===== src/rtl/core/bresenham_line_pixel_generator_defines.svh =====
// Assertion helpers shared by the line generator RTL.
`ifndef BRESENHAM_LINE_PIXEL_GENERATOR_DEFINES_SVH
`define BRESENHAM_LINE_PIXEL_GENERATOR_DEFINES_SVH

// Concurrent assertion on an explicit clock and active-low reset.
`define BLG_ASSERT_CR(lbl, clk, rstn, prop, msg) \
  lbl: assert property (@(posedge clk) disable iff (!rstn) prop) \
    else $error(msg);

// Same, on the default clock and reset names of this block.
`define BLG_ASSERT(lbl, prop, msg) `BLG_ASSERT_CR(lbl, clk_i, rst_ni, prop, msg)

`endif


===== src/rtl/core/blg_pkg.sv =====
package blg_pkg;

  // Default coordinate width and fixed colour width
  localparam int unsigned COORD_BITS_DEF = 12;
  localparam int unsigned COLOUR_BITS    = 16;

  // Request codes carried on the input tuser
  typedef enum logic [1:0] {
    REQ_START  = 2'd0,
    REQ_RESUME = 2'd1,
    REQ_STEP   = 2'd2
  } req_e;

  // Direction flags of a loaded line
  typedef struct packed {
    logic x_is_major;
    logic minor_dec;
  } line_dir_t;

endpackage


===== src/rtl/core/blg_setup.sv =====
// Line setup: orders the endpoints along the major axis and derives the
// deltas, the initial decision value and the direction flags.
module blg_setup #(
  parameter int unsigned CW = blg_pkg::COORD_BITS_DEF
) (
  input  logic signed [CW-1:0] x0_i,
  input  logic signed [CW-1:0] y0_i,
  input  logic signed [CW-1:0] x1_i,
  input  logic signed [CW-1:0] y1_i,
  output logic signed [CW-1:0] pos_x_o,
  output logic signed [CW-1:0] pos_y_o,
  output logic signed [CW-1:0] major_stop_o,
  output logic        [CW:0]   major_delta_o,
  output logic        [CW:0]   minor_delta_o,
  output logic signed [CW+2:0] error_o,
  output blg_pkg::line_dir_t   dir_o
);

  logic signed [CW:0] dx, dy, d_min;
  logic        [CW:0] adx, ady, abs_maj, abs_min;
  logic               x_major, swap;

  // Signed differences and their magnitudes
  assign dx  = {x1_i[CW-1], x1_i} - {x0_i[CW-1], x0_i};
  assign dy  = {y1_i[CW-1], y1_i} - {y0_i[CW-1], y0_i};
  assign adx = dx[CW] ? (CW+1)'(-dx) : dx;
  assign ady = dy[CW] ? (CW+1)'(-dy) : dy;

  // Axis choice; swap when the major axis runs downward
  assign x_major = ady < adx;
  assign swap    = x_major ? dx[CW] : dy[CW];
  assign d_min   = x_major ? dy : dx;
  assign abs_maj = x_major ? adx : ady;
  assign abs_min = x_major ? ady : adx;

  // Swapping the endpoints flips the minor direction
  assign dir_o.x_is_major = x_major;
  assign dir_o.minor_dec  = swap ? (!d_min[CW] && (|d_min)) : d_min[CW];

  assign pos_x_o      = swap ? x1_i : x0_i;
  assign pos_y_o      = swap ? y1_i : y0_i;
  assign major_stop_o = x_major ? (swap ? x0_i : x1_i) : (swap ? y0_i : y1_i);

  assign major_delta_o = abs_maj;
  assign minor_delta_o = abs_min;
  assign error_o       = $signed({1'b0, abs_min, 1'b0} - {2'b00, abs_maj});

endmodule


===== src/rtl/core/bresenham_line_pixel_generator.sv =====
// Bresenham line pixel generator, pull style.
// Input stream: tuser carries the request (start, start from the saved end,
// step); tdata carries both endpoints and the colour. Every accepted word
// produces exactly one output word. Output tuser flags a real pixel, tdata
// carries its coordinates and colour, and tlast marks the final pixel of a
// line. Start requests and steps while idle give a word with tuser low and
// zero data.
// Pipeline: an accepted word is held in the input register, the setup
// or step logic runs on it and the result is shown in the output
// register. Throughput is one word per clock unless the receiver
// stalls, limited by the single add-and-compare step on the line state.
// If the receiver stalls, the pending result stays in the output register
// and one more input word is taken into the input register; tready drops
// only when both are occupied.
// Reset (rst_ni low, asynchronous) clears both registers' valid flags, the
// line state (idle) and the saved end point to zero.
`include "bresenham_line_pixel_generator_defines.svh"

module bresenham_line_pixel_generator #(
  parameter int unsigned COORD_BITS = blg_pkg::COORD_BITS_DEF,
  localparam int unsigned CW    = COORD_BITS,
  localparam int unsigned CB    = blg_pkg::COLOUR_BITS,
  localparam int unsigned IN_W  = ((4 * COORD_BITS + 16 + 7) / 8) * 8,
  localparam int unsigned OUT_W = ((2 * COORD_BITS + 16 + 7) / 8) * 8
) (
  input  logic             clk_i,
  input  logic             rst_ni,
  input  logic             s_axis_tvalid_i,
  output logic             s_axis_tready_o,
  // x_start, y_start, x_end, y_end, colour (from bit 0 up), zero padded
  input  logic [IN_W-1:0]  s_axis_tdata_i,
  // req_type
  input  logic [1:0]       s_axis_tuser_i,
  output logic             m_axis_tvalid_o,
  input  logic             m_axis_tready_i,
  // pixel_x, pixel_y, pixel_colour (from bit 0 up), zero padded
  output logic [OUT_W-1:0] m_axis_tdata_o,
  // pixel_valid
  output logic             m_axis_tuser_o,
  // last_pixel
  output logic             m_axis_tlast_o
);

  // Input register
  logic                 in_valid_q;
  blg_pkg::req_e        req_q;
  logic signed [CW-1:0] xs_q, ys_q, xe_q, ye_q;
  logic [CB-1:0]        col_q;

  // Line state
  logic signed [CW-1:0] pos_x_q, pos_x_d, pos_y_q, pos_y_d;
  logic signed [CW-1:0] major_stop_q, major_stop_d;
  logic signed [CW+2:0] error_q, error_d;
  logic [CW:0]          maj_d_q, maj_d_d, min_d_q, min_d_d;
  blg_pkg::line_dir_t   dir_q, dir_d;
  logic                 active_q, active_d;
  logic [CB-1:0]        line_col_q, line_col_d;
  logic signed [CW-1:0] saved_x_q, saved_x_d, saved_y_q, saved_y_d;

  // Output register
  logic                 out_valid_q, out_valid_d;
  logic                 out_pix_q, out_pix_d, out_last_q, out_last_d;
  logic signed [CW-1:0] out_x_q, out_x_d, out_y_q, out_y_d;
  logic [CB-1:0]        out_col_q, out_col_d;

  logic adv, in_acc;

  // Handshake: the compute stage advances when the output slot frees up
  assign adv             = in_valid_q && (!out_valid_q || m_axis_tready_i);
  assign s_axis_tready_o = !in_valid_q || adv;
  assign in_acc          = s_axis_tvalid_i && s_axis_tready_o;

  always_ff @(posedge clk_i or negedge rst_ni) begin
    if (!rst_ni) begin
      in_valid_q <= 1'b0;
    end else if (in_acc) begin
      in_valid_q <= 1'b1;
    end else if (adv) begin
      in_valid_q <= 1'b0;
    end
  end

  // Input word capture
  always_ff @(posedge clk_i) begin
    if (in_acc) begin
      req_q <= blg_pkg::req_e'(s_axis_tuser_i);
      xs_q  <= s_axis_tdata_i[CW-1:0];
      ys_q  <= s_axis_tdata_i[2*CW-1:CW];
      xe_q  <= s_axis_tdata_i[3*CW-1:2*CW];
      ye_q  <= s_axis_tdata_i[4*CW-1:3*CW];
      col_q <= s_axis_tdata_i[4*CW +: CB];
    end
  end

  // Line setup for both start requests
  logic signed [CW-1:0] su_x0, su_y0, su_px, su_py, su_stop;
  logic [CW:0]          su_maj, su_min;
  logic signed [CW+2:0] su_err;
  blg_pkg::line_dir_t   su_dir;

  assign su_x0 = (req_q == blg_pkg::REQ_RESUME) ? saved_x_q : xs_q;
  assign su_y0 = (req_q == blg_pkg::REQ_RESUME) ? saved_y_q : ys_q;

  blg_setup #(
    .CW (CW)
  ) u_setup (
    .x0_i          (su_x0),
    .y0_i          (su_y0),
    .x1_i          (xe_q),
    .y1_i          (ye_q),
    .pos_x_o       (su_px),
    .pos_y_o       (su_py),
    .major_stop_o  (su_stop),
    .major_delta_o (su_maj),
    .minor_delta_o (su_min),
    .error_o       (su_err),
    .dir_o         (su_dir)
  );

  // Step datapath
  logic signed [CW-1:0] cur_major, cur_minor, major_nx, minor_nx;
  logic signed [CW+2:0] min2, step_gain;
  logic                 last, err_pos;

  assign cur_major = dir_q.x_is_major ? pos_x_q : pos_y_q;
  assign cur_minor = dir_q.x_is_major ? pos_y_q : pos_x_q;
  assign last      = cur_major >= major_stop_q;
  assign err_pos   = error_q > 0;
  assign major_nx  = cur_major + CW'(1);
  assign minor_nx  = dir_q.minor_dec ? cur_minor - CW'(1) : cur_minor + CW'(1);
  assign min2      = $signed({1'b0, min_d_q, 1'b0});
  assign step_gain = err_pos ? $signed({1'b0, min_d_q, 1'b0} - {1'b0, maj_d_q, 1'b0})
                             : min2;

  // Next state and result
  always_comb begin
    pos_x_d      = pos_x_q;
    pos_y_d      = pos_y_q;
    major_stop_d = major_stop_q;
    error_d      = error_q;
    maj_d_d      = maj_d_q;
    min_d_d      = min_d_q;
    dir_d        = dir_q;
    active_d     = active_q;
    line_col_d   = line_col_q;
    saved_x_d    = saved_x_q;
    saved_y_d    = saved_y_q;
    out_pix_d    = 1'b0;
    out_last_d   = 1'b0;
    out_x_d      = '0;
    out_y_d      = '0;
    out_col_d    = '0;
    if (adv) begin
      unique case (req_q)
        blg_pkg::REQ_START, blg_pkg::REQ_RESUME: begin
          pos_x_d      = su_px;
          pos_y_d      = su_py;
          major_stop_d = su_stop;
          error_d      = su_err;
          maj_d_d      = su_maj;
          min_d_d      = su_min;
          dir_d        = su_dir;
          active_d     = 1'b1;
          line_col_d   = col_q;
          saved_x_d    = xe_q;
          saved_y_d    = ye_q;
        end
        blg_pkg::REQ_STEP: begin
          if (active_q) begin
            out_pix_d  = 1'b1;
            out_last_d = last;
            out_x_d    = pos_x_q;
            out_y_d    = pos_y_q;
            out_col_d  = line_col_q;
            if (last) begin
              active_d = 1'b0;
            end else begin
              error_d = error_q + step_gain;
              if (dir_q.x_is_major) begin
                pos_x_d = major_nx;
                pos_y_d = err_pos ? minor_nx : pos_y_q;
              end else begin
                pos_y_d = major_nx;
                pos_x_d = err_pos ? minor_nx : pos_x_q;
              end
            end
          end
        end
        default: begin
        end
      endcase
    end
  end

  // Line state registers
  always_ff @(posedge clk_i or negedge rst_ni) begin
    if (!rst_ni) begin
      pos_x_q      <= '0;
      pos_y_q      <= '0;
      major_stop_q <= '0;
      error_q      <= '0;
      maj_d_q      <= '0;
      min_d_q      <= '0;
      dir_q        <= '0;
      active_q     <= 1'b0;
      line_col_q   <= '0;
      saved_x_q    <= '0;
      saved_y_q    <= '0;
    end else begin
      pos_x_q      <= pos_x_d;
      pos_y_q      <= pos_y_d;
      major_stop_q <= major_stop_d;
      error_q      <= error_d;
      maj_d_q      <= maj_d_d;
      min_d_q      <= min_d_d;
      dir_q        <= dir_d;
      active_q     <= active_d;
      line_col_q   <= line_col_d;
      saved_x_q    <= saved_x_d;
      saved_y_q    <= saved_y_d;
    end
  end

  // Output register
  always_comb begin
    out_valid_d = out_valid_q;
    if (adv) begin
      out_valid_d = 1'b1;
    end else if (m_axis_tready_i) begin
      out_valid_d = 1'b0;
    end
  end

  always_ff @(posedge clk_i or negedge rst_ni) begin
    if (!rst_ni) begin
      out_valid_q <= 1'b0;
    end else begin
      out_valid_q <= out_valid_d;
    end
  end

  always_ff @(posedge clk_i) begin
    if (adv) begin
      out_pix_q  <= out_pix_d;
      out_last_q <= out_last_d;
      out_x_q    <= out_x_d;
      out_y_q    <= out_y_d;
      out_col_q  <= out_col_d;
    end
  end

  assign m_axis_tvalid_o = out_valid_q;
  assign m_axis_tuser_o  = out_pix_q;
  assign m_axis_tlast_o  = out_last_q;

  always_comb begin
    m_axis_tdata_o = '0;
    m_axis_tdata_o[2*CW+CB-1:0] = {out_col_q, out_y_q, out_x_q};
  end

  // Checks
  logic step_last;
  assign step_last = adv && (req_q == blg_pkg::REQ_STEP) && active_q && last;

  `BLG_ASSERT(a_stall_holds_input, !s_axis_tready_o |-> in_valid_q, "tready low, input empty")
  `BLG_ASSERT(a_walk_bounded, active_q |-> (cur_major <= major_stop_q), "walk passed line end")
  `BLG_ASSERT(a_minor_le_major, active_q |-> (min_d_q <= maj_d_q), "minor delta above major")
  `BLG_ASSERT(a_last_ends_line, step_last |=> !active_q, "line active after last pixel")

endmodule

===== config.mk =====
export PLATFORM = sky130hd
export DESIGN_NAME = bresenham_line_pixel_generator
export DESIGN_NICKNAME = d
export VERILOG_FILES = /design/src/rtl/core/blg_pkg.sv /design/src/rtl/core/blg_setup.sv /design/src/rtl/core/bresenham_line_pixel_generator.sv
export VERILOG_INCLUDE_DIRS = /design/src /design/src/rtl/core
export SDC_FILE = /design/constraint.sdc
export NUM_CORES = 1
export LEC_CHECK = 0
export ABC_CLOCK_PERIOD_IN_PS = 8700
export BUFFER_PORTS_ARGS = -buffer_cell sky130_fd_sc_hd__buf_2
export CAP_MARGIN = 30
export CELL_PAD_IN_SITES_DETAIL_PLACEMENT = 0
export CELL_PAD_IN_SITES_GLOBAL_PLACEMENT = 1
export CORE_ASPECT_RATIO = 0.8
export CORE_MARGIN = 2
export CORE_UTILIZATION = 43
export CTS_CLUSTER_SIZE = 40
export DETAILED_ROUTE_END_ITERATION = 8
export GPL_ROUTABILITY_DRIVEN = 0
export PLACE_DENSITY_LB_ADDON = 0.15
export SLEW_MARGIN = 10
export SYNTH_ARGS = -nofsm -noshare
export SYNTH_HDL_FRONTEND = slang
export SYNTH_SLANG_ARGS = --single-unit

===== constraint.sdc =====
create_clock -name clk_i -period 8.7 [get_ports clk_i]
set_input_delay 0 -clock clk_i [delete_from_list [all_inputs] [get_ports clk_i]]
set_output_delay 0 -clock clk_i [all_outputs]
set_load 0.1 [all_outputs]

==> impl_metrics.yaml <==
sta:
  fin_crit_ps: 8310
  worstMarginPinSlew_ps: 976
  fmax_ghz: 0.120
  holdWs_ps: 61.0
  finalMaxSlewViolations: 0
  setup_viol: 0
  max_slew_margin_pct: 34.6
  finalSetupTns_ps: 0
  worst_slack_ps: 387
  finClkSkew_ps: 19.0
  finalHoldViolCount: 0
  period_share_pct: 95.5
placed_design:
  dpl_cell_area_sq_um: 16800
  hpwl_mm: 34.2
  port_buffers: 113
  dpl.cell_count: 2268
  pre_cts_ws_ps: -29.5
outcome:
  status: "complete, no violations"
pwr:
  p_total_mw: 8.14
  p_per_area_nw_per_um2: 439
  clkPwrFrac_pct: 14.0
  power.share.sequential_pct: 20.0
  intPower_mw: 4.25
  combPwrFrac_pct: 66.0
  p_leak_nw: 8.12
  ir_drop_mv: 0.303
  p_switching_mw: 3.90
  switching_share_pct: 47.8
cells_and_area:
  design_area_sq_um: 18600
  layout-drive-gt1-share_pct: 15.8
  instances_no_fill: 2389
  layout_commonest_cell: "nand2_1"
  synthToLayoutAreaGrowth_pct: 18.7
  fin_util_pct: 51.8
  final_cell_mix: "nand2_1, nor2_1, a21oi_1"
  antennaDiodeCount: 0
  nNetsFinal: 2057
critical_path:
  cp_slowest_cell: "or4_1"
  r2r_setup_slack_ps: 390
  cp-end-kind: "register"
  critPathArrivalTime_ps: 8800
  reg2regPathDepth: 34
  critPathLaunchType: "register"
  regToRegEndpoint: "error_q[14]$_DFFE_PN0P_"
  slowest_delay_ps: 590
  r2r-start: "req_q[0]$_DFFE_PP_"
  cp-startpoint: "req_q[0]$_DFFE_PP_"
  path_class: "register to register"
  worstSetupEndpoint: "error_q[14]$_DFFE_PN0P_"
  required_ps: 9180
  crit_path_max_fanout: 11
clock_tree:
  cts-buffers-inserted: 26
  clock-root-buffer: "clkbuf_16"
  cts.path.max_buffers: 3
  clock_latency_ps: 550
  clkSinkCount: 230
  htree_levels: 1
  cts_tree: "yes"
  path_clk_slew_ps: 60
logic_synthesis:
  synth_top_cell_by_area: "edfxtp_1"
  synth_seq_cells: 230
  synth-edff-count: 108
  synth_seq_area_share_pct: 40.3
  ys_async_sr_fraction_pct: 53.0
  ys.flop_type: "dfrtp_1"
  netlist_instances: 1713
  synthTopCellsByArea: "edfxtp_1, dfrtp_1, ha_1"
  synth_top_area_share_pct: 20.7
  synth_fp_nets: 1880
  synthDistinctLibCells: 96
  yosys_warnings: 0
  syn_area_sq_um: 15600
  synth_area_per_cell_sq_um: 9.13
run:
  max_cap_violations: 0
detailed_routing:
  wl_mm: 46.9
  antenna_left: 0
  initialDrtViolationCount: 1014
  drt-vias-per-instance: 5.56
  firstDrtPassIters: 5
  wire_per_inst_um: 19.6
  via_count: 13300
  drc: 0
die:
  die_x_um: 217
  rows: 62
  io_pins: 114
  die_y_um: 175
  coreArea_sq_um: 35800
  start_util_pct: 43.6
  die_area_sq_um: 37900
hold_path:
  hold_path.class: "input pin to async pin"
grt:
  grt_pass1_vias: 12500
  grt_usage_pct: 24.9
  grt_antenna_before_repair: 0
  grt_max_degree: 82
  grt_pass1_wl_mm: 73.4
  grt_overflow: 0
routing by layer:
| metal | track usage (%) | part of all wire (%) | vias up |
|---|---|---|---|
| met5 | 0 | 0 | - |
| met1 | 39.1 | 50 | 6318 |
| met4 | 4.97 | 2.0 | 0 |
| met3 | 3.74 | 7.0 | 52 |
| met2 | 35.9 | 41 | 404 |
| li1 | - | - | 6508 |
cell type report:
| cell class | instances | area, sq um |
|---|---|---|
| fill | 3308 | 17300 |
| multi-input combinational | 1307 | 8790 |
| sequential | 230 | 6300 |
| timing repair buffer | 231 | 1640 |
| clock buffer | 34 | 702 |
| tap | 480 | 601 |
| inverter | 94 | 353 |
| clock inverter | 13 | 173 |
worst min path at each step:
stage | end | slack, ps | depth (start not counted)
after floorplan | active_q$_DFFE_PN0P_ | -300 | 0
after global placement | min_d_q[3]$_DFFE_PN0P_ | 100 | 1
after detailed placement | error_q[1]$_DFFE_PN0P_ | 110 | 1
after CTS | error_q[1]$_DFFE_PN0P_ | 100 | 2
after global routing | error_q[2]$_DFFE_PN0P_ | 150 | 2
final | saved_y_q[0]$_DFFE_PN0P_ | 60 | 2
cells by family after synthesis:
logic type                 synth area share (%)
muxes                                      5.35
xor gates and xnor gates                   5.18
and+or+nand+nor                            17.3
adders and majority gates                  8.57
buffers and inverters                      4.44
DFF                                        40.3
AOI/OAI and AO/OA                          18.9
power groups by stage:
stage	combinational, mW	sequential [mW]	clock (mW)
final	5.37	1.63	1.14
after global routing	5.99	1.67	1.21
after CTS	5.26	1.63	1.16
after detailed placement	5.18	1.65	0
after global placement	5.14	1.64	0
after floorplan	3.82	1.74	0
cell usage after synthesis (5+ instances only):
| cell | n |
|---|---|
| fa_1 | 6 |
| nor2b_1 | 12 |
| a21boi_0 | 8 |
| nand3b_1 | 5 |
| and2_1 | 8 |
| a31o_2 | 5 |
| edfxtp_1 | 108 |
| ha_1 | 91 |
| a31oi_1 | 21 |
| dfrtp_1 | 122 |
| o31ai_1 | 6 |
| o21ai_0 | 73 |
| mux2i_1 | 43 |
| o21a_1 | 12 |
| xnor2_1 | 58 |
| o211ai_1 | 30 |
| o21ai_1 | 19 |
| o21bai_1 | 18 |
| a211oi_1 | 42 |
| inv_1 | 90 |
| mux2_2 | 34 |
| nand3_1 | 16 |
| clkbuf_1 | 67 |
| nand2b_1 | 18 |
| maj3_1 | 7 |
| nor4_1 | 7 |
| buf_2 | 9 |
| a21oi_1 | 127 |
| nor2_1 | 151 |
| or3_1 | 11 |
| a21o_1 | 24 |
| and3_1 | 49 |
| nand2_1 | 257 |
| xor2_1 | 27 |
| nor3_1 | 23 |
| or2_2 | 5 |
| o2111ai_1 | 7 |
worst max-delay path: cells and delay by family (launching register included):
kind / cells / cell delay (ps)
AOI/OAI and AO/OA: 17 / 3680
and+or+nand+nor: 9 / 2120
adders and majority gates: 4 / 1230
buffers and inverters: 3 / 560
DFF: 1 / 370
muxes: 1 / 290
state kept, by name, summed over array words and instances, names as in the netlist, 13 cells and up:
| register | cells |
|---|---|
| col_q | 16 |
| line_col_q | 16 |
| out_col_q | 16 |
| error_q | 15 |
| maj_d_q | 13 |
| min_d_q | 13 |
what timing repair did:
item / 4_1_cts / 5_1_grt
setup buffers: 0 / 2
endpoints found under the hold margin: 142 / 0
gates resized for setup: 1 / 21
pin swaps: 0 / 3
cloned: 0 / 1
setup endpoints to repair: 1 / 4
hold buffers: 70 / 0
No activity file was read; power rests on OpenSTA's default activity.
